$ cat src/rtl/i8gap_pkg.sv
// ---------------------------------------------------------------------------
// i8gap_pkg: shared types and constants
// Widths, register codes, reset values and the structs that travel
// between the accumulator chain and the scaling pipeline.
// ---------------------------------------------------------------------------
package i8gap_pkg;

  localparam int SUM_W = 13;
  localparam int CH_IDX_W = 7;
  localparam int ADDR_W = 4;

  // register index (paddr[3:2])
  localparam logic [1:0] REG_MULT    = 2'd0;
  localparam logic [1:0] REG_SHIFT   = 2'd1;
  localparam logic [1:0] REG_IN_OFF  = 2'd2;
  localparam logic [1:0] REG_OUT_OFF = 2'd3;

  localparam logic [30:0]       MULT_RST    = 31'd1786102354;
  localparam logic signed [5:0] SHIFT_RST   = -6'sd2;
  localparam logic signed [8:0] IN_OFF_RST  = 9'sd128;
  localparam logic signed [7:0] OUT_OFF_RST = -8'sd128;

  typedef struct packed {
    logic [CH_IDX_W-1:0] channel_index;
    logic                last_channel;
  } tag_t;

  typedef struct packed {
    logic [30:0]       mult;
    logic signed [5:0] shift;
    logic signed [7:0] out_off;
  } scale_cfg_t;

endpackage

$ cat src/rtl/i8gap_cell.sv
// ---------------------------------------------------------------------------
// i8gap_cell: one accumulator cell
// Holds one channel sum and loads its input sum (its neighbor's, or the new sum at the tail) on every accepted word.
// ---------------------------------------------------------------------------
module i8gap_cell import i8gap_pkg::*; (
  input  logic                    clk_i,
  input  logic                    en_i,
  input  logic signed [SUM_W-1:0] sum_i,
  output logic signed [SUM_W-1:0] sum_o
);

  logic signed [SUM_W-1:0] sum_q;

  always_ff @(posedge clk_i) begin
    if (en_i) begin
      sum_q <= sum_i;
    end
  end

  assign sum_o = sum_q;

endmodule

$ cat config.mk
export PLATFORM = sky130hd
export DESIGN_NAME = i8gap_cell
export DESIGN_NICKNAME = d
export VERILOG_FILES = /design/src/rtl/i8gap_pkg.sv /design/src/rtl/i8gap_cell.sv
export SDC_FILE = /design/constraint.sdc
export NUM_CORES = 1
export LEC_CHECK = 0
export BUFFER_PORTS_ARGS = -buffer_cell sky130_fd_sc_hd__buf_2
export CAP_MARGIN = 20
export CORE_AREA = 2 2 39 41
export CTS_CLUSTER_SIZE = 25
export DETAILED_ROUTE_END_ITERATION = 16
export DIE_AREA = 0 0 41 43
export PLACE_DENSITY = 0.73
export SYNTH_ARGS = -nofsm -noshare
export SYNTH_HDL_FRONTEND = slang
export SYNTH_SLANG_ARGS = --single-unit
$ cat constraint.sdc
create_clock -name clk_i -period 1 [get_ports clk_i]
set_clock_uncertainty 0.2 [all_clocks]
set_input_delay 0.05 -clock clk_i [delete_from_list [all_inputs] [get_ports clk_i]]
set_output_delay 0.05 -clock clk_i [all_outputs]
set_load 0.05 [all_outputs]
==> flow_summary.yaml, run 1 <==
timing:
  rsz0062_at_grt: "yes"
  fmax_mhz: 924
  slew_headroom: 0.814
  period_needed_ns: 1.08
  setup-violations-final: 13
  worst_slack_ns: -0.0819
  hold_viol_final: 13
  post-route-period-util: 1.08
  fin_tns_setup_ns: -0.729
  fin_worst_hold_slack_ns: -0.0174
  slew_violations: 0
  tightest_slew_ns: 0.279
power:
  power.density_nw_per_um2: 1630
  internal_power_uw: 930
  p_total_mw: 1.28
  cellLeakagePower_nw: 0.330
  swShare: 0.273
  pwr-share-seq: 0.520
  comb_power_share: 0.244
  p_clk_frac: 0.235
  vdd_drop_max_uv: 892
  p_switching_uw: 349
grt:
  grt_pass1_vias: 256
  use_met2: 0.156
  grt_start_max_net_pins: 14
  met3_usage: 0.0314
  busiest_layer: "met2"
  grt_overflow_total: 0
  met1_usage: 0.122
  grt_pass1_wl_um: 1120
  grt.total_usage: 0.0998
  antenna_found_initial: 0
synthesis:
  syn_inst: 13
  ys_seq_elements: 13
  ys_seq_area_frac: 1.00
  yosysWarnings: 0
  syn_area_per_cell_um2: 30.0
  synth_fp_nets: 28
  syn_area_um2: 390
  synth_cell_types: 1
worst_setup_path:
  cp-end-kind: "primary output"
  worst_ep_arrival_time_ns: 0.83
  cp_slowest_cell: "edfxtp_1"
  cp_max_fo: 1
  startpoint_type: "flip-flop"
  critical_path.top_delay_family: "flip-flops"
  cp.required_ns: 0.75
  path_class: "flip-flop to primary output"
  critPathMaxStageDelay_ns: 0.40
  path_cells: "buf_6"
  path_buf_inv: 1
final_layout:
  final_area_um2: 783
  fin_nets: 73
  largest_reg_flops: 13
  finalNonFillerCells: 73
  drive_above_1_share: 0.526
  multi_input_gates: 0
  final_common_cell: "buf_2"
  final_cell_mix: "buf_2 (14), dlygate4sd3_1 (13), buf_6 (13), edfxtp_1 (13), clkbuf_4 (3)"
  antennaDiodeCount: 0
  finish.utilization: 0.566
  n_fill_cell: 109
  multiInputGateArea_um2: 0
  area_growth_pct: 101
  regArea_um2: 390
floorplanning:
  rows: 14
  core_um2: 1380
  initial_utilization: 0.282
  die-area_um2: 1760
  io_pins: 28
  die_w_um: 41
  die_height_um: 43
clock_tree:
  clk_path_buf_depth: 2
  cts_tree: "done"
  path_clk_slew_ns: 0.07
  cts_buffers: 3
  cts-root-buf: "clkbuf_4"
  clock_sinks: 13
  post-cts-setup-buffers: 0
  h-tree-depth: 1
  ctsHoldBuffers: 13
routing:
  routedWlPerCell_um: 9.95
  drt-pass1-iter-count: 1
  ant_nets: 0
  dr_total_vias: 269
  vias_per_cell: 3.68
  drc: 0
  wl_um: 726
  dr.first_iter.drc_count: 0
worst_hold_path:
  hold_path.class: "input pin to flip-flop"
  hold_depth: 1
  min_from: "en_i"
  whs_endpoint: "sum_o[12]"
placed_design:
  placed_area_um2: 546
  numPortBuffers: 27
  dpl.cell_count: 56
  preCtsSetupSlack_ns: 0.140
  gp_congestion: 0.629
status:
  violations: "negative hold slack, negative setup slack"
  status: "finished with violations"
flow_run:
  maxCapViolCount: 0
[synthesized netlist by cell type, drive strengths merged]
master	number	area, µm²
edfxtp	13	390
[cell families after synthesis]
family and share of synthesized area:
DFF 1.00
[what timing repair did]
action,in CTS,in global routing
hold endpoints to repair,26,13
endpoints found under the setup margin,13,13
resized for setup,26,0
[how the worst max path moves through the flow]
stage	start	endpoint	slack, ns	cells past startpoint
after CTS	sum_o[1]	sum_o[1]	-0.08	1
after global routing	sum_o[9]	sum_o[9]	-0.12	1
after detailed placement	en_i	sum_o[1]	0.14	1
final	sum_o[9]	sum_o[9]	-0.08	1
after global placement	en_i	sum_o[6]	0.15	1
after floorplan	sum_o[0]	sum_o[0]	0.15	0
[power groups by stage]
stage / Clock, mW / Combinational [mW] / Sequential [mW]
2_1_floorplan: 0 / 0 / 0.822
3_3_place_gp: 0 / 0.223 / 0.666
3_5_place_dp: 0 / 0.225 / 0.667
4_1_cts: 0.320 / 0.313 / 0.666
5_1_grt: 0.339 / 0.328 / 0.669
6_report: 0.301 / 0.313 / 0.665
[layout make-up]
type	instances	area share
well taps	16	0.0256
repair buffers	40	0.442
clock buffers	4	0.0335
flip-flops and latches	13	0.498
[layer usage]
layer	part of all wire	routed length, µm	up-vias
met3	0.070	51	0
met5	0	0	-
met4	0	0	0
li1	-	-	140
met1	0.37	266	114
met2	0.56	408	15
(Power assumes the default switching activity.)
==> run 2, diff against run 1 <==
CELL_PAD_IN_SITES_DETAIL_PLACEMENT = 2   (was unset)
CELL_PAD_IN_SITES_GLOBAL_PLACEMENT = 2   (was unset)
CORE_AREA = unset   (was 2 2 39 41)
CORE_UTILIZATION = 25   (was unset)
DIE_AREA = unset   (was 0 0 41 43)
PLACE_DENSITY = 0.88   (was 0.73)
==> flow_summary.yaml, run 2 (synthesis gave the netlist of run 1 again) <==
status:
  status: "finished with violations"
  violations: "negative hold slack, negative setup slack"
placed_design:
  placed_area_um2: 544
  numPortBuffers: 27
  gp_congestion: 0.618
final_layout:
  fin_nets: 73
  antennaDiodeCount: 0
  finish.utilization: 0.566
  final_cell_mix: "buf_2 (14), dlygate4sd3_1 (13), buf_6 (13), edfxtp_1 (13), clkbuf_4 (3)"
  largest_reg_flops: 13
  drive_above_1_share: 0.526
  multi_input_gates: 0
  area_growth_pct: 100
  multiInputGateArea_um2: 0
  final_common_cell: "buf_2"
  final_area_um2: 782
clock_tree:
  clock_sinks: 13
  clk_path_buf_depth: 2
  h-tree-depth: 1
  cts_tree: "done"
  path_clk_slew_ns: 0.08
  cts-root-buf: "clkbuf_4"
  post-cts-setup-buffers: 0
  cts_buffers: 3
  ctsHoldBuffers: 13
power:
  cellLeakagePower_nw: 0.330
  vdd_drop_max_uv: 948
  power.density_nw_per_um2: 1660
worst_setup_path:
  path_class: "flip-flop to primary output"
  critPathMaxStageDelay_ns: 0.40
  path_cells: "buf_6"
  worst_ep_arrival_time_ns: 0.84
  cp_slowest_cell: "edfxtp_1"
  cp.required_ns: 0.75
  startpoint_type: "flip-flop"
  cp_max_fo: 1
  path_buf_inv: 1
  critical_path.top_delay_family: "flip-flops"
  cp-end-kind: "primary output"
floorplanning:
  die_height_um: 41.5
  core_um2: 1380
  initial_utilization: 0.282
  die-area_um2: 1720
  rows: 13
  io_pins: 28
  die_w_um: 41.5
timing:
  tightest_slew_ns: 0.279
  period_needed_ns: 1.09
  rsz0062_at_grt: "yes"
  fin_worst_hold_slack_ns: -0.0300
  worst_slack_ns: -0.0891
  fmax_mhz: 918
  setup-violations-final: 13
  post-route-period-util: 1.09
  slew_violations: 0
  hold_viol_final: 13
  slew_headroom: 0.814
flow_run:
  maxCapViolCount: 0
routing:
  vias_per_cell: 4.03
  wl_um: 1040
  routedWlPerCell_um: 14.4
  dr_total_vias: 290
  dr.first_iter.drc_count: 1
  drc: 0
  ant_nets: 0
  drt-pass1-iter-count: 2
grt:
  grt.total_usage: 0.136
  grt_pass1_vias: 338
  grt_overflow_total: 0
  antenna_found_initial: 0
  grt_start_max_net_pins: 14
  grt_pass1_wl_um: 1660
worst_hold_path:
  hold_path.class: "input pin to flip-flop"
==> run 2: per-stage QoR <==
| stage | hold slack [ns] | instances | setup slack, ns | total power [mW] | TNS (ns) |
|---|---|---|---|---|---|
| 2_1_floorplan | -0.0511 | 13 | 0.149 | 0.822 | 0 |
| 3_3_place_gp | 0.0273 | 55 | 0.177 | 0.891 | 0 |
| 3_5_place_dp | 0.0287 | 55 | 0.149 | 0.899 | 0 |
| 4_1_cts | -0.0383 | 72 | -0.116 | 1.32 | -1.22 |
| 5_1_grt | -0.0243 | 72 | -0.134 | 1.35 | -1.47 |
| 6_report | -0.0300 | 72 | -0.0891 | 1.30 | -0.975 |
==> run 2: final cells by class <==
type	instances	area [µm²]
clock buffer	4	26.3
fill	124	601
sequential	13	390
tap	15	18.8
timing repair buffer	40	347
==> run 2: power breakdown <==
part           total, mW  leakage, nW  switching [mW]  internal (mW)
clock network      0.315       0.0150           0.161          0.154
logic              0.317        0.188           0.189          0.129
registers          0.668        0.127          0.0197          0.648
==> run 2: what timing repair did <==
action / in CTS / in global routing
endpoints found under the hold margin: 26 / 13
gates resized for setup: 26 / 0
endpoints found under the setup margin: 13 / 13
==> run 2: final timing paths <==
check             startpoint        end  slack [ns]  depth (start not counted)
setup / recovery    sum_o[4]   sum_o[4]       -0.09                          1
hold / removal          en_i  sum_o[10]       -0.03                          1
==> run 2: routing by layer <==
| metal | vias up | global-route usage | part of all wire |
|---|---|---|---|
| met3 | 0 | 0.0348 | 0.053 |
| met2 | 20 | 0.222 | 0.56 |
| li1 | 139 | - | - |
| met4 | 0 | 0.0774 | 0 |
| met1 | 131 | 0.162 | 0.38 |
| met5 | - | 0 | 0 |
